===== config.mk =====
export PLATFORM = sky130hd
export DESIGN_NAME = byte_pattern_replace_stream
export DESIGN_NICKNAME = d
export VERILOG_FILES = /design/src/rtl/bprs_pkg.sv /design/src/rtl/byte_pattern_replace_stream.sv /design/src/rtl/bprs_front.sv /design/src/rtl/bprs_queue.sv /design/src/rtl/bprs_back.sv
export SDC_FILE = /design/constraint.sdc
export NUM_CORES = 1
export LEC_CHECK = 0
export ABC_CLOCK_PERIOD_IN_PS = 15200
export BUFFER_PORTS_ARGS = -buffer_cell sky130_fd_sc_hd__buf_2
export CAP_MARGIN = 40
export CORE_UTILIZATION = 30
export CTS_BUF_LIST = sky130_fd_sc_hd__clkbuf_2
export CTS_CLUSTER_DIAMETER = 30
export DETAILED_ROUTE_END_ITERATION = 8
export GPL_ROUTABILITY_DRIVEN = 0
export SETUP_SLACK_MARGIN = 0.1
export SYNTH_ARGS = -nofsm -noshare
export SYNTH_HDL_FRONTEND = slang
export SYNTH_SLANG_ARGS = --single-unit

===== constraint.sdc =====
create_clock -name clk -period 15.2 [get_ports clk]
set_input_delay 3.04 -clock clk [delete_from_list [all_inputs] [get_ports clk]]
set_output_delay 3.04 -clock clk [all_outputs]
set_load 0.01 [all_outputs]

===== src/rtl/bprs_pkg.sv =====
`timescale 1ns / 1ps

package bprs_pkg;

	// Fixed field widths
	localparam int BYTE_W     = 8;
	localparam int LEN_W      = 4;
	localparam int COUNT_W    = 16;
	localparam int OFFSET_W   = 32;
	localparam int CFG_IDX_W  = 3;
	localparam int CFG_DATA_W = 64;

	// Most bytes one input byte can cause (pattern and replacement are at most 8)
	localparam int EMIT_MAX = 8;
	localparam int EMIT_W   = $clog2(EMIT_MAX);

	// Entries in the queue between front and back
	localparam int QUEUE_DEPTH = 2;

	localparam logic [COUNT_W-1:0] COUNT_SAT = '1;

	// Configuration register indexes
	typedef enum logic [CFG_IDX_W-1:0] {
		CFG_PATTERN_BYTES,
		CFG_PATTERN_LENGTH,
		CFG_REPLACEMENT_BYTES,
		CFG_REPLACEMENT_LENGTH,
		CFG_RANGE_BEGIN,
		CFG_RANGE_END,
		CFG_MAX_COUNT,
		CFG_UNLIMITED
	} cfg_reg_t;

	typedef struct packed {
		logic [63:0]         pattern_bytes;
		logic [LEN_W-1:0]    pattern_length;
		logic [63:0]         replacement_bytes;
		logic [LEN_W-1:0]    replacement_length;
		logic [OFFSET_W-1:0] range_begin;
		logic [OFFSET_W-1:0] range_end;
		logic [COUNT_W-1:0]  max_count;
		logic                unlimited;
	} cfg_t;

	typedef struct packed {
		logic [BYTE_W-1:0] data_byte;
		logic              is_last;
	} in_item_t;

	typedef struct packed {
		logic [BYTE_W-1:0]  out_byte;
		logic               byte_valid;
		logic               end_of_run;
		logic               end_of_stream;
		logic [COUNT_W-1:0] match_count;
		logic               status;
	} out_item_t;

	// Work for the back end: the bytes one input byte produced
	typedef struct packed {
		logic [EMIT_MAX-1:0][BYTE_W-1:0] em;
		logic [LEN_W-1:0]                n;
		logic                            last;
		logic [COUNT_W-1:0]              report;
		logic                            err;
	} qent_t;

endpackage


===== src/rtl/byte_pattern_replace_stream.sv =====
`timescale 1ns / 1ps
// A byte's first result is registered in the queue, then in the output register.
// Throughput: one byte per cycle while the output is not stalled and each byte yields at
// most one result; a byte yielding more (match expansion, flush of held bytes) holds the output.
// A two-entry queue between classifier and output serializer absorbs these bursts.
// Reset: asynchronous, clears stream state and queue, config registers take defaults.

module byte_pattern_replace_stream #(
	parameter int MAX_PATTERN     = 8,
	parameter int MAX_REPLACEMENT = 8
) (
	input  logic                                clk,
	input  logic                                arst_n,
	input  logic                                data_valid,
	input  bprs_pkg::in_item_t                  data,
	output logic                                data_stall,
	output logic                                result_valid,
	input  logic                                result_stall,
	output bprs_pkg::out_item_t                 result,
	input  logic                                cfg_valid,
	output logic                                cfg_ready,
	input  logic [bprs_pkg::CFG_IDX_W-1:0]      cfg_index,
	input  logic [bprs_pkg::CFG_DATA_W-1:0]     cfg_data
);

	localparam int LEN_W = bprs_pkg::LEN_W;

	bprs_pkg::cfg_t  cfg_q;
	bprs_pkg::qent_t push_ent, head;
	logic            push, q_full, pop, head_valid;

	assign cfg_ready = 1'b1;

	// Configuration registers
	always_ff @(posedge clk or negedge arst_n) begin
		if (!arst_n) begin
			cfg_q.pattern_bytes      <= '0;
			cfg_q.pattern_length     <= LEN_W'(1);
			cfg_q.replacement_bytes  <= '0;
			cfg_q.replacement_length <= '0;
			cfg_q.range_begin        <= '0;
			cfg_q.range_end          <= '1;
			cfg_q.max_count          <= '0;
			cfg_q.unlimited          <= 1'b1;
		end else if (cfg_valid && cfg_ready) begin
			case (bprs_pkg::cfg_reg_t'(cfg_index))
				bprs_pkg::CFG_PATTERN_BYTES: begin
					cfg_q.pattern_bytes <= cfg_data;
				end
				bprs_pkg::CFG_PATTERN_LENGTH: begin
					cfg_q.pattern_length <= cfg_data[LEN_W-1:0];
				end
				bprs_pkg::CFG_REPLACEMENT_BYTES: begin
					cfg_q.replacement_bytes <= cfg_data;
				end
				bprs_pkg::CFG_REPLACEMENT_LENGTH: begin
					cfg_q.replacement_length <= cfg_data[LEN_W-1:0];
				end
				bprs_pkg::CFG_RANGE_BEGIN: begin
					cfg_q.range_begin <= cfg_data[bprs_pkg::OFFSET_W-1:0];
				end
				bprs_pkg::CFG_RANGE_END: begin
					cfg_q.range_end <= cfg_data[bprs_pkg::OFFSET_W-1:0];
				end
				bprs_pkg::CFG_MAX_COUNT: begin
					cfg_q.max_count <= cfg_data[bprs_pkg::COUNT_W-1:0];
				end
				bprs_pkg::CFG_UNLIMITED: begin
					cfg_q.unlimited <= cfg_data[0];
				end
				default: begin
				end
			endcase
		end
	end

	// Classifier: window, match test, stream state
	bprs_front #(
		.MAX_PATTERN     (MAX_PATTERN),
		.MAX_REPLACEMENT (MAX_REPLACEMENT)
	) u_front (
		.clk        (clk),
		.arst_n     (arst_n),
		.cfg        (cfg_q),
		.data_valid (data_valid),
		.data       (data),
		.data_stall (data_stall),
		.push       (push),
		.push_ent   (push_ent),
		.q_full     (q_full)
	);

	bprs_queue u_queue (
		.clk        (clk),
		.arst_n     (arst_n),
		.push       (push),
		.push_ent   (push_ent),
		.full       (q_full),
		.pop        (pop),
		.head_valid (head_valid),
		.head       (head)
	);

	// Serializer: one result per cycle while the output is not stalled
	bprs_back u_back (
		.clk          (clk),
		.arst_n       (arst_n),
		.head_valid   (head_valid),
		.head         (head),
		.pop          (pop),
		.result_valid (result_valid),
		.result_stall (result_stall),
		.result       (result)
	);

endmodule


===== src/rtl/bprs_front.sv =====
`timescale 1ns / 1ps

module bprs_front #(
	parameter int MAX_PATTERN     = 8,
	parameter int MAX_REPLACEMENT = 8
) (
	input  logic                clk,
	input  logic                arst_n,
	input  bprs_pkg::cfg_t      cfg,
	input  logic                data_valid,
	input  bprs_pkg::in_item_t  data,
	output logic                data_stall,
	output logic                push,
	output bprs_pkg::qent_t     push_ent,
	input  logic                q_full
);

	localparam int FILL_W = $clog2(MAX_PATTERN + 1);
	localparam int LEN_W  = bprs_pkg::LEN_W;
	localparam int OFF_W  = bprs_pkg::OFFSET_W;

	logic [bprs_pkg::BYTE_W-1:0]  win_q [MAX_PATTERN];
	logic [FILL_W-1:0]            fill_q;
	logic [OFF_W-1:0]             offset_q;
	logic [bprs_pkg::COUNT_W-1:0] matches_q;
	logic                         stopped_q;

	logic [bprs_pkg::BYTE_W-1:0]  w_nx [bprs_pkg::EMIT_MAX+1];
	logic [LEN_W-1:0]             plen, rlen, fill_ext, fill_inc, n;
	logic [OFF_W-1:0]             start;
	logic [bprs_pkg::COUNT_W-1:0] matches_nx;
	logic                         accept, err, allowed, pass, full, eq, in_rng, take;
	logic                         stop_nx;

	assign accept     = data_valid && !data_stall;
	assign data_stall = q_full;

	// Effective lengths
	always_comb begin
		if (cfg.pattern_length == '0)
			plen = LEN_W'(1);
		else if (cfg.pattern_length > LEN_W'(MAX_PATTERN))
			plen = LEN_W'(MAX_PATTERN);
		else
			plen = cfg.pattern_length;
		if (cfg.replacement_length > LEN_W'(MAX_REPLACEMENT))
			rlen = LEN_W'(MAX_REPLACEMENT);
		else
			rlen = cfg.replacement_length;
	end

	// Window with the new byte placed after the held bytes
	for (genvar g = 0; g < bprs_pkg::EMIT_MAX + 1; g++) begin : g_wnx
		if (g < MAX_PATTERN) begin : g_live
			assign w_nx[g] = (fill_q == FILL_W'(g)) ? data.data_byte : win_q[g];
		end else begin : g_pad
			assign w_nx[g] = '0;
		end
	end

	// Classify the byte: pass through, still filling, match or miss
	always_comb begin
		err      = cfg.range_begin > cfg.range_end;
		allowed  = cfg.unlimited || (matches_q < cfg.max_count);
		fill_ext = LEN_W'(fill_q);
		fill_inc = fill_ext + LEN_W'(1);
		pass     = err || stopped_q || !allowed || (fill_ext >= plen);
		full     = !pass && (fill_inc == plen);
		start    = offset_q - OFF_W'(plen - LEN_W'(1));
		in_rng   = (start >= cfg.range_begin) && (start <= cfg.range_end);

		eq = 1'b1;
		for (int i = 0; i < bprs_pkg::EMIT_MAX; i++) begin
			if ((LEN_W'(i) < plen) && (w_nx[i] != cfg.pattern_bytes[8*i +: 8]))
				eq = 1'b0;
		end
		take = full && eq && in_rng;

		matches_nx = matches_q;
		if (take && (matches_q != bprs_pkg::COUNT_SAT))
			matches_nx = matches_q + 1'b1;

		stop_nx = stopped_q;
		if (full && (start > cfg.range_end))
			stop_nx = 1'b1;
		if (take && (({1'b0, start} + (OFF_W+1)'(plen)) >= {1'b0, cfg.range_end}))
			stop_nx = 1'b1;
		if (take && !cfg.unlimited && (matches_nx >= cfg.max_count))
			stop_nx = 1'b1;

		// Number of bytes emitted for this transaction
		if (take)
			n = rlen;
		else if (pass || data.is_last)
			n = fill_inc;
		else if (full)
			n = LEN_W'(1);
		else
			n = '0;
	end

	// Queue entry
	always_comb begin
		for (int i = 0; i < bprs_pkg::EMIT_MAX; i++)
			push_ent.em[i] = take ? cfg.replacement_bytes[8*i +: 8] : w_nx[i];
		push_ent.n      = n;
		push_ent.last   = data.is_last;
		push_ent.report = matches_nx;
		push_ent.err    = err;
	end

	assign push = accept && ((n != '0) || data.is_last);

	// Held bytes; a miss drops the oldest one
	always_ff @(posedge clk) begin
		if (accept) begin
			for (int i = 0; i < MAX_PATTERN; i++)
				win_q[i] <= (full && !take) ? w_nx[i+1] : w_nx[i];
		end
	end

	// Stream state
	always_ff @(posedge clk or negedge arst_n) begin
		if (!arst_n) begin
			fill_q    <= '0;
			offset_q  <= '0;
			matches_q <= '0;
			stopped_q <= 1'b0;
		end else if (accept) begin
			if (data.is_last) begin
				fill_q    <= '0;
				offset_q  <= '0;
				matches_q <= '0;
				stopped_q <= 1'b0;
			end else begin
				if (pass || take)
					fill_q <= '0;
				else if (full)
					fill_q <= FILL_W'(plen - LEN_W'(1));
				else
					fill_q <= FILL_W'(fill_inc);
				offset_q  <= offset_q + 1'b1;
				matches_q <= matches_nx;
				stopped_q <= stop_nx;
			end
		end
	end

`ifndef SYNTH
	// The window never holds a full pattern between transactions
	assert property (@(posedge clk) disable iff (!arst_n)
		fill_q < FILL_W'(MAX_PATTERN))
		else $error("hold window overfilled");

	// The end of a stream returns the stream state to its start
	assert property (@(posedge clk) disable iff (!arst_n)
		accept && data.is_last |=> fill_q == '0 && offset_q == '0 && matches_q == '0)
		else $error("stream state not cleared after last byte");
`endif

endmodule


===== src/rtl/bprs_queue.sv =====
`timescale 1ns / 1ps

module bprs_queue (
	input  logic             clk,
	input  logic             arst_n,
	input  logic             push,
	input  bprs_pkg::qent_t  push_ent,
	output logic             full,
	input  logic             pop,
	output logic             head_valid,
	output bprs_pkg::qent_t  head
);

	localparam int DEPTH = bprs_pkg::QUEUE_DEPTH;
	localparam int PTR_W = $clog2(DEPTH);
	localparam int CNT_W = $clog2(DEPTH + 1);

	bprs_pkg::qent_t  ent_q [DEPTH];
	logic [PTR_W-1:0] wr_q, rd_q;
	logic [CNT_W-1:0] cnt_q;

	assign full       = (cnt_q == CNT_W'(DEPTH));
	assign head_valid = (cnt_q != '0);
	assign head       = ent_q[rd_q];

	// Entry storage
	always_ff @(posedge clk) begin
		if (push)
			ent_q[wr_q] <= push_ent;
	end

	// Pointers and fill count
	always_ff @(posedge clk or negedge arst_n) begin
		if (!arst_n) begin
			wr_q  <= '0;
			rd_q  <= '0;
			cnt_q <= '0;
		end else begin
			if (push)
				wr_q <= (wr_q == PTR_W'(DEPTH - 1)) ? '0 : wr_q + 1'b1;
			if (pop)
				rd_q <= (rd_q == PTR_W'(DEPTH - 1)) ? '0 : rd_q + 1'b1;
			if (push && !pop)
				cnt_q <= cnt_q + 1'b1;
			else if (pop && !push)
				cnt_q <= cnt_q - 1'b1;
		end
	end

`ifndef SYNTH
	// Front end stalls before the queue overflows, back end never pops empty
	assert property (@(posedge clk) disable iff (!arst_n)
		!(push && full) && !(pop && !head_valid))
		else $error("queue overflow or underflow");
`endif

endmodule


===== src/rtl/bprs_back.sv =====
`timescale 1ns / 1ps

module bprs_back (
	input  logic                 clk,
	input  logic                 arst_n,
	input  logic                 head_valid,
	input  bprs_pkg::qent_t      head,
	output logic                 pop,
	output logic                 result_valid,
	input  logic                 result_stall,
	output bprs_pkg::out_item_t  result
);

	localparam int LEN_W = bprs_pkg::LEN_W;
	localparam int IDX_W = bprs_pkg::EMIT_W;

	logic [IDX_W-1:0]    idx_q;
	logic                valid_q;
	bprs_pkg::out_item_t res_q;
	logic [LEN_W-1:0]    last_idx;
	logic                load, is_end, has_byte;

	// Index of the final result of the head entry (a bare marker counts as one)
	assign last_idx = (head.n == '0) ? '0 : head.n - LEN_W'(1);
	assign is_end   = (LEN_W'(idx_q) == last_idx);
	assign has_byte = (LEN_W'(idx_q) < head.n);
	assign load     = head_valid && (!valid_q || !result_stall);
	assign pop      = load && is_end;

	// Output register
	always_ff @(posedge clk) begin
		if (load) begin
			res_q.out_byte      <= has_byte ? head.em[idx_q] : '0;
			res_q.byte_valid    <= has_byte;
			res_q.end_of_run    <= is_end;
			res_q.end_of_stream <= is_end && head.last;
			res_q.match_count   <= head.report;
			res_q.status        <= head.err;
		end
	end

	always_ff @(posedge clk or negedge arst_n) begin
		if (!arst_n) begin
			valid_q <= 1'b0;
			idx_q   <= '0;
		end else begin
			if (load)
				valid_q <= 1'b1;
			else if (!result_stall)
				valid_q <= 1'b0;
			if (load)
				idx_q <= is_end ? '0 : idx_q + 1'b1;
		end
	end

	assign result_valid = valid_q;
	assign result       = res_q;

`ifndef SYNTH
	// End of stream only ever closes a run
	assert property (@(posedge clk) disable iff (!arst_n)
		result_valid && result.end_of_stream |-> result.end_of_run)
		else $error("end of stream without end of run");
`endif

endmodule

# --- After elaboration in Yosys (flattened, before gate mapping) ---
# Memories as Yosys holds them, arrays and structs flattened.
# Cells that the tools add are included.
# W data, S select, Z words.
op_classes:
  addsub: 13
  magnitude_cmp: 20
  n_eq_ne: 27
  muxes: 62
  n_reduce_logical: 59
ops:
  columns: ["op", "count"]
  rows:
  - ["$mux W8", 25]
  - ["$gt A32 B32 Y1", 2]
  - ["$ne A8 B8 Y1", 8]
  - ["$mux W4", 9]
  - ["$add A32 B4 Y33", 1]
  - ["$ge A33 B32 Y1", 1]
  - ["$add A32 B1 Y32 const B", 1]
  - ["$ge A32 B32 Y1", 1]
  - ["$le A32 B32 Y1", 1]
  - ["$mux W16", 2]
  - ["$mux W32", 1]
  - ["$sub A32 B32 Y32", 1]
  - ["$logic_and A1 B1 Y1", 25]
  - ["$bmux W8 S3", 1]
  - ["$mux W1", 21]
  - ["$reduce_and A2 Y1", 9]
  - ["$add A16 B1 Y16 const B", 1]
  - ["$eq A4 B3 Y1 const B", 4]
  - ["$ge A16 B16 Y1", 1]
  - ["$lt A16 B16 Y1", 1]
  - ["$lt A3 B4 Y1 const A", 4]
  - ["$ne A16 B16 Y1 const B", 1]
  - ["$eq A3 B3 Y1 const B", 4]
  - ["$logic_not A4 Y1", 3]
  - ["28 further kinds", 53]
word_totals:
  reg_bits: 306
  mem_bits_rw: 236
  inputBits: 81
  out_inout_bits: 31
  elab_cells: 206
  mem_count: 2
mem_list:
  columns: ["name", "words", "word_bits", "read_ports", "rd_ports_with_merged_regs", "write_ports", "line_no", "text"]
  rows:
  - ["u_queue.ent_q", 2, 86, 1, 0, 1, "bprs_queue.sv:18", "bprs_pkg::qent_t ent_q [DEPTH];"]
  - ["u_front.win_q", 8, 8, 8, 0, 8, "bprs_front.sv:22", "logic [bprs_pkg::BYTE_W-1:0] win_q [MAX_PATTERN];"]

# --- Longest topological paths before layout ---
# Gate-level depths: netlist of the first run.
depth:
  word_depth: 23
  ltp_mapped: 40
  mapped_depth_nobuf: 38

# --- Modules after synthesis ---
# A second synthesis of the first run with hierarchy kept.
unflattened:
  cells_unflattened: 2854
  hier_area_um2: 32333.5
by_module_without_submodules:
  columns: ["mod", "n_inst", "cells_each", "area_per_inst_um2", "seq_area_each_um2"]
  rows:
  - ["bprs_front", 1, 1984, 15827.7, 3248.1]
  - ["byte_pattern_replace_stream", 1, 469, 8269.2, 5472.7]
  - ["bprs_queue", 1, 284, 6516.2, 5265.0]
  - ["bprs_back", 1, 117, 1720.4, 940.9]

# --- Least setup slack after synthesis of the first run ---
# OpenSTA, ideal clock, no wires.
synth_path:
  path_type: "register -> register"
  start: "reg cfg_q[151] (netlist name)"
  end: "mem u_queue.ent_q[0][0] (netlist name), enable pin"
  setup_ps: 541
  arrival_ps: 9206
  required_time_ps: 14659
  slack_ps: 5453
  stages_incl_launch_ff: 28
  path_buffers: 2
  period_less_slack_ps: 9747
  cell_sequence: "dfrtp_1 nor2_1 nor2_1 nor2_1 inv_1 ha_1 xnor2_1 ha_1 nor2b_1 o2111a_1 o311ai_2 o211ai_1 a31o_2 nand3_1 and4_1 nor3_1 inv_1 ha_1 nand4_1 nor3_1 o211ai_1 and3_1 and4_1 buf_4 and3_1 buf_4 a211oi_1 nor2b_1"
synth_between:
  elab_chain_len: 21
  elab_cells_between_ends: 49
  classes_between: "2 x add/sub; 12 x order compare; 1 x eq/ne; 15 x mux; 19 x reduce/logical"
synth_rtl:
  columns: ["element", "line_no", "text"]
  rows:
  - ["from (decl)", "byte_pattern_replace_stream.sv:28", "bprs_pkg::cfg_t cfg_q;"]
  - ["$gt A4 B4 Y1", "bprs_front.sv:42", "else if (cfg.pattern_length > LEN_W'(MAX_PATTERN))"]
  - ["$mux W4", "bprs_front.sv:42", null]
  - ["$mux W4 *", "bprs_front.sv:40", "if (cfg.pattern_length == '0)"]
  - ["branches (longest 12 deep; another with $sub A32 B32 Y32)", null, null]
  - ["$mux W4 *", "bprs_front.sv:92", "if (take)"]
  - ["$reduce_bool A4 Y1 *", "bprs_front.sv:112", "assign push = accept && ((n != '0) || data.is_last);"]
  - ["$logic_or A1 B1 Y1 *", "bprs_front.sv:112", null]
  - ["$logic_and A1 B1 Y1 *", "bprs_front.sv:112", null]
  - ["named net push", "byte_pattern_replace_stream.sv:30", "logic push, q_full, pop, head_valid;"]
  - ["$mux W1 *", "bprs_queue.sv:28", "if (push)"]
  - ["$mux W1 (not written as such) *", "bprs_queue.sv:29", "ent_q[wr_q] <= push_ent;"]
  - ["to (decl)", "bprs_queue.sv:18", null]
# Mark *: on every way through the listed nets, which the timed path passes.

==> run_results.csv, run 1 <==
group,metric,value,unit
status,status,"complete, no violations",
cts,htreeDepth,4,
global_routing,grt_usage,0.1716,
global_routing,grt_pass1_wl,141100,microns
synthesis,synthTopCellsByArea,"edfxtp_1, dfrtp_1, ha_1, mux2_2, mux4_2",
worst_setup_path,cp_max_fo,59,
synthesis,synth_top_area_cell,"edfxtp_1",
finish,fin_util,0.3402,
floorplanning,core,104100,sq um
synthesis,ys_types,99,
timing,setup_tns,0,ns
synthesis,synthTopCellsByCount,"edfxtp_1, dfrtp_1, ha_1",
finish,seq_area,14930,sq um
drt,drtIter0Drc,2189,
timing,fin_skew,0.1110,ns
cts,clk_pin_slew,0.11,ns
worst_setup_path,r2r_start,"cfg_q[151]$_DFFE_PN0P_",
synthesis,synth-edff-count,264,
global_routing,overflow,0,
drt,drc,0,
timing,setup_viol,0,
synthesis,synth-seq-cells,542,
worst_setup_path,cp.arrival,10.53,ns
floorplanning,rows,118,
synthesis,netlist.area_leader.share,0.2506,
synthesis,ys_warn_count,0,
floorplanning,die_h,326.7,microns
cts,cts_repair_resize_count,0,
global_routing,grt_pass1_vias,23060,
floorplanning,die_area,106700,sq um
timing,maxSlewViolCount,0,
cts,cts_post_setup_buffers_inserted,0,
synthesis,yosysSeqAreaShare,0.4719,
synthesis,syn_avg_cell_area,11.17,sq um
power_and_ir_drop,power,5.627,mW
flow_run,cap_violations,0,
drt,wire_per_inst,20.45,microns
worst_setup_path,critPathLaunchType,"flop",
drt,viasPerCell,5.243,
worst_setup_path,critical-path-slowest-cell,"xor2_1",
worst_setup_path,r2r_slack,5.87,ns
timing,fin_crit,9.332,ns
cts,clk_path_buf_depth,3,
global_routing,grt_max_degree,152,
power_and_ir_drop,irDropWorstVdd,0.1066,mV
cts,holdBufCountCts,0,
timing,hold_viol_final,0,
cts,cts_tree,"built",
worst_hold_path,worstHoldPathCells,2,
placed_design,dp.cells,4253,
timing,period_share,0.6140,
finish,nets,3324,
worst_hold_path,hold_path_end,"u_back.result_valid$_DFFE_PN0P_",
synthesis,syn_area,31630,sq um
worst_hold_path,hp-class,"flop to flop",
cts,clock_sinks,542,
drt,vias,23770,
timing,grt_setup_unrepaired,"no",
drt,drt_wl_total,92700,microns
finish,drive_gt1_frac,0.2452,
worst_hold_path,hp-start,"u_back.result_valid$_DFFE_PN0P_",
timing,fmax,107.2,MHz
global_routing,antenna_found_initial,22,
finish,fillers,10510,
power_and_ir_drop,power.leakage,14.90,nW
floorplanning,die_w,326.7,microns
synthesis,async_flop_share,0.5129,
cts,clockRootBuffer,"clkbuf_2",
placed_design,hpwl,66510,microns
worst_setup_path,r2r-end,"u_front.stopped_q$_DFFE_PN0P_",
worst_setup_path,crit_path_max_incr_delay,0.61,ns
synthesis,synth_most_common_cell,"edfxtp_1",
placed_design,portBuffers,110,
finish,syn_to_final_growth,11.95,%
drt,ant_nets,0,
power_and_ir_drop,cellPowerDensity,158.9,nW/um^2
worst_setup_path,cp.required,16.40,ns
synthesis,ys.flop_type,"edfxtp_1",
floorplanning,ioPinCount,112,
finish,multi_input_area,15600,sq um
synthesis,synthCells,2831,
drt,drt_pass1_iterations,6,
timing,max-slew-margin-rel,0.3713,
worst_setup_path,crit_type,"flop to flop",
timing,worst_pin_slew,0.9430,ns
finish,final_cells,4533,
worst_setup_path,worst_r2r_path_depth,36,
floorplanning,initial_utilization,0.3039,
worst_setup_path,end_kind,"flop",
cts,clkLatencyLatePin,1.36,ns
worst_setup_path,critPathMostFrequentCell,"ha_1",
cts,numCtsBuffers,156,
## flip-flops by register name (all words and copies together) (netlist names), 2 cells and up
name,flops
u_queue.cnt_q,2
u_front.win_q,64
u_front.offset_q,32
u_back.idx_q,3
u_queue.ent_q,172
u_front.matches_q,16
cfg_q,217
u_front.fill_ext,4
u_back.result,28
## routing by layer
layer,track usage,up-vias,part of all wire
met4,0.05699,38,0.024
met3,0.05016,186,0.083
met2,0.2485,836,0.43
li1,-,11050,-
met5,0,-,0.0025
met1,0.2428,11660,0.46
## worst max-delay path, delay by kind of cell, from the launching register on
family / cells / cell delay, ns
and+or+nand+nor: 13 / 2.91
AOI/OAI and AO/OA: 14 / 2.66
adders and majority gates: 4 / 1.15
xor gates and xnor gates: 2 / 0.96
buffers and inverters: 2 / 0.67
DFF: 1 / 0.46
muxes: 1 / 0.36
## stage by stage
stage | hold WS [ns] | worst slack [ns] | cell area, sq um
floorplan | 0.4555 | 5.453 | 31740
global placement | 0.4744 | 6.259 | 33650
detailed placement | 0.4809 | 6.034 | 33850
CTS | 0.5056 | 6.003 | 35410
global route | 0.5283 | 5.164 | 35410
finish | 0.4980 | 5.868 | 35410
## logic make-up after synthesis
family,Yosys count,synth area share
adders and majority gates,212,0.08409
other,1,0.0001185
AOI/OAI and AO/OA,623,0.1349
xor gates and xnor gates,137,0.03793
and+or+nand+nor,745,0.1204
muxes,274,0.1113
DFF,542,0.4719
buffers and inverters,297,0.03936
## layout by cell type, fill, tap and decap left out, types with 16 or more instances in the layout
master,instances
a21o_1,42
a21oi_1,158
a31oi_1,32
and2_1,16
and3_1,33
buf_2,109
buf_4,26
clkbuf_2,225
clkinv_1,22
clkinv_2,16
conb_1,29
dfrtp_1,243
dfstp_2,34
edfxtp_1,264
ha_1,211
inv_1,163
mux2_2,189
mux2i_1,35
mux4_2,40
nand2_1,194
nand3_1,72
nand3b_1,49
nand4_1,41
nor2_1,180
nor2b_1,29
nor3_1,30
o211ai_1,18
o21ai_0,144
o221a_2,54
o22ai_1,19
xnor2_1,62
xor2_1,75
## area by class of cell
type                       count  share of cell area
tap                         1380             0.04876
inverter                     165             0.01749
antenna                        1          0.00007066
timing repair buffer         146             0.02742
clock inverter                54             0.01237
clock buffer                 225             0.03180
multi-input combinational   2020              0.4405
sequential                   542              0.4216
## worst max-delay path by stage
stage                            from                            end  slack [ns]  depth (start not counted)
2_1_floorplan  cfg_q[151]$_DFFE_PN0P_  u_queue.ent_q[0][0]$_DFFE_PP_        5.45                         27
3_3_place_gp                  data[2]  u_front.stopped_q$_DFFE_PN0P_        6.26                         22
3_5_place_dp   cfg_q[151]$_DFFE_PN0P_  u_front.stopped_q$_DFFE_PN0P_        6.03                         36
4_1_cts        cfg_q[151]$_DFFE_PN0P_  u_front.stopped_q$_DFFE_PN0P_        6.00                         36
5_1_grt        cfg_q[151]$_DFFE_PN0P_  u_front.stopped_q$_DFFE_PN0P_        5.16                         37
6_report       cfg_q[151]$_DFFE_PN0P_  u_front.stopped_q$_DFFE_PN0P_        5.87                         36
## report_power, final
part / internal [mW] / leakage (nW) / switching, mW
Combinational: 0.910 / 7.88 / 1.20
Clock: 0.524 / 1.16 / 0.663
Sequential: 2.07 / 5.87 / 0.259
Total: 3.51 / 14.9 / 2.12
Note: power is estimated with default switching activity, not from simulation.
==> inputs of run 2 (changes only) <==
--- a/config.mk
+++ b/config.mk
@@ -5,7 +5,8 @@
 export SDC_FILE = /design/constraint.sdc
 export NUM_CORES = 1
 export LEC_CHECK = 0
-export ABC_CLOCK_PERIOD_IN_PS = 15200
+export ABC_AREA = 1
+export ABC_CLOCK_PERIOD_IN_PS = 9630
 export BUFFER_PORTS_ARGS = -buffer_cell sky130_fd_sc_hd__buf_2
 export CAP_MARGIN = 40
 export CORE_UTILIZATION = 30
==> constraint.sdc (replaced) <==
create_clock -name clk -period 9.63 [get_ports clk]
set_input_delay 1.926 -clock clk [delete_from_list [all_inputs] [get_ports clk]]
set_output_delay 1.926 -clock clk [all_outputs]
set_load 0.01 [all_outputs]
==> run_results.csv, run 2 <==
group,metric,value,unit
status,status,"complete, no violations",
synthesis,netlist.area_leader.share,0.2496,
floorplanning,initial_utilization,0.3047,
synthesis,yosys.area_share.simple,0.2292,
worst_hold_path,hp-class,"flop to flop",
worst_setup_path,crit_type,"flop to flop",
synthesis,synth-edff-count,264,
worst_setup_path,crit_path_max_incr_delay,0.50,ns
finish,syn_to_final_growth,11.71,%
synthesis,synthTopCellsByCount,"nand2_1, inv_1, o21ai_0",
synthesis,synth-seq-cells,542,
finish,drive_gt1_frac,0.1128,
synthesis,syn_area,31760,sq um
floorplanning,rows,118,
drt,drtIter0Drc,2306,
timing,max-slew-margin-rel,0.3677,
timing,fin_crit,7.649,ns
synthesis,synth_top_family_by_area,"simple AND/OR/NAND/NOR gates",
timing,worst_pin_slew,0.9386,ns
global_routing,grt_pass1_vias,25750,
global_routing,grt_pass1_wl,145900,microns
cts,numCtsBuffers,156,
cts,cts_post_setup_buffers_inserted,0,
cts,clk_path_buf_depth,3,
power_and_ir_drop,cellPowerDensity,243.2,nW/um^2
placed_design,dp.cells,5348,
worst_setup_path,crit_cells,43,
synthesis,ys.flop_type,"edfxtp_1",
global_routing,grt_usage,0.1743,
timing,fin_skew,0.1234,ns
cts,clk_pin_slew,0.12,ns
timing,setup_viol,0,
drt,drt_wl_total,93640,microns
placed_design,portBuffers,110,
cts,clock_sinks,542,
timing,maxSlewViolCount,0,
timing,fmax,130.7,MHz
synthesis,ys_types,59,
power_and_ir_drop,irDropWorstVdd,0.1320,mV
worst_setup_path,crit_family,"simple AND/OR/NAND/NOR gates",
worst_setup_path,cp.required,10.84,ns
worst_setup_path,critPathLaunchType,"flop",
synthesis,yosys.area_share.adder,0.08376,
synthesis,synth_compound_area_frac,0.1263,
worst_setup_path,r2r-end,"u_front.stopped_q$_DFFE_PN0P_",
drt,drt_pass1_iterations,8,
worst_setup_path,path_buf_inv,7,
placed_design,hpwl,69040,microns
finish,layout_commonest_cell,"nand2_1",
worst_setup_path,r2r_slack,1.98,ns
worst_setup_path,cp.arrival,8.86,ns
cts,clkLatencyLatePin,1.38,ns
timing,setup_ws,1.981,ns
synthesis,syn_avg_cell_area,8.087,sq um
synthesis,synthCells,3927,
global_routing,grt_max_degree,89,
finish,seq_area,14930,sq um
floorplanning,core,104200,sq um
worst_setup_path,critPathMostFrequentCell,"nand2_1",
synthesis,synth_top_area_cell,"edfxtp_1",
synthesis,synth_most_common_cell,"nand2_1",
finish,multi_input_area,14520,sq um
cts,htreeDepth,4,
power_and_ir_drop,power.leakage,16.80,nW
drt,wire_per_inst,16.61,microns
timing,hold_viol_final,0,
placed_design,dpl_worst_slack,2.140,ns
global_routing,antenna_found_initial,5,
finish,fin_util,0.3404,
synthesis,synthXorXnorAreaFrac,0.01210,
flow_run,cap_violations,0,
drt,ant_nets,0,
drt,drc,0,
cts,holdBufCountCts,0,
cts,cts_repair_resize_count,0,
worst_setup_path,worst_r2r_path_depth,43,
timing,period_share,0.7943,
floorplanning,ioPinCount,112,
worst_setup_path,endpoint,"u_front.stopped_q$_DFFE_PN0P_",
synthesis,synthTopCellsByArea,"edfxtp_1, dfrtp_1, nand2_1, ha_1, o21ai_0",
finish,final_cells,5638,
finish,reg.largest.list,"cfg_q x217, u_queue.ent_q x172, u_front.win_q x64",
global_routing,overflow,0,
drt,viasPerCell,4.805,
worst_setup_path,r2r_start,"cfg_q[152]$_DFFE_PN0P_",
finish,layout_common_cells,"nand2_1, inv_1, o21ai_0",
cts,cts_tree,"built",
synthesis,async_flop_share,0.5129,
finish,fillers,11070,
finish,top_register,"cfg_q",
floorplanning,die_area,107200,sq um
worst_setup_path,critical-path-slowest-cell,"dfrtp_1",
synthesis,yosysSeqAreaShare,0.4700,
synthesis,ys_warn_count,0,
finish,largest_reg_flops,217,
floorplanning,die_h,327.4,microns
worst_setup_path,end_kind,"flop",
worst_setup_path,cp_max_fo,28,
cts,clockRootBuffer,"clkbuf_2",
worst_setup_path,cp-startpoint,"cfg_q[152]$_DFFE_PN0P_",
finish,nets,4419,
floorplanning,die_w,327.4,microns
timing,grt_setup_unrepaired,"no",
synthesis,synthMuxAreaShare,0.0009456,
drt,vias,27090,
timing,setup_tns,0,ns
run 2: changes by cell type in the layout (fill, tap and decap cells not counted), sizes merged, moves of 54 or more:
cell,delta
nand2,+947
o21ai,+357
inv,+339
mux2,-197
nor2,+136
nand3,+86
o221a,-56
xnor2,-54
run 2: layout make-up:
class                           instances  share of cell area
Clock inverter                         68             0.01199
Tap cell                             1380             0.04867
Multi-Input combinational cell       2784              0.4091
Antenna cell                            4           0.0002821
Timing Repair Buffer                  136             0.02476
Sequential cell                       542              0.4208
Clock buffer                          218             0.03075
Inverter                              506             0.05364
run 2: worst min-delay path by stage:
stage	startpoint	slack, ns	to	depth (start not counted)
after floorplan	u_queue.wr_q$_DFFE_PN0P_	0.44	u_queue.wr_q$_DFFE_PN0P_	2
after global placement	u_queue.wr_q$_DFFE_PN0P_	0.46	u_queue.wr_q$_DFFE_PN0P_	2
after detailed placement	u_queue.wr_q$_DFFE_PN0P_	0.47	u_queue.wr_q$_DFFE_PN0P_	2
after CTS	arst_n	0.45	cfg_q[146]$_DFFE_PN0P_	1
after global routing	cfg_q[20]$_DFFE_PN1P_	0.51	cfg_q[20]$_DFFE_PN1P_	2
final	u_queue.wr_q$_DFFE_PN0P_	0.49	u_queue.wr_q$_DFFE_PN0P_	2
run 2: power by group:
group          total (mW)  switching [mW]  internal [mW]
sequential           3.57           0.288           3.29
combinational        3.26            2.24           1.02
clock                1.79            1.05          0.739
total                8.63            3.58           5.05
run 2: worst min-delay path: stages (launching register included):
cell	delay, ns
dfrtp_1	0.36
nand2_1	0.06
nand2_1	0.05
run 2: cells by family after synthesis:
logic type,count (synthesis)
compound gates,750
buf+inv,629
fa+ha+maj,212
flops,542
other cells,1
simple gates,1747
xor+xnor,43
mux,3
run 2: metal layers:
| metal | vias up | GRT usage | wire, microns |
|---|---|---|---|
| met2 | 825 | 0.2689 | 41040 |
| met4 | 0 | 0.05577 | 2040 |
| met3 | 136 | 0.03306 | 6415 |
| met1 | 12660 | 0.2447 | 44150 |
| met5 | - | 0 | 0 |
| li1 | 13470 | - | - |
run 2: through the flow:
step / hold WS [ns] / power [mW] / area (sq um)
3_3_place_gp: 0.4587 / 6.749 / 33780
5_1_grt: 0.5053 / 9.299 / 35470
4_1_cts: 0.4492 / 8.670 / 35470
2_1_floorplan: 0.4419 / 5.746 / 31860
3_5_place_dp: 0.4674 / 6.848 / 33950
6_report: 0.4880 / 8.627 / 35480
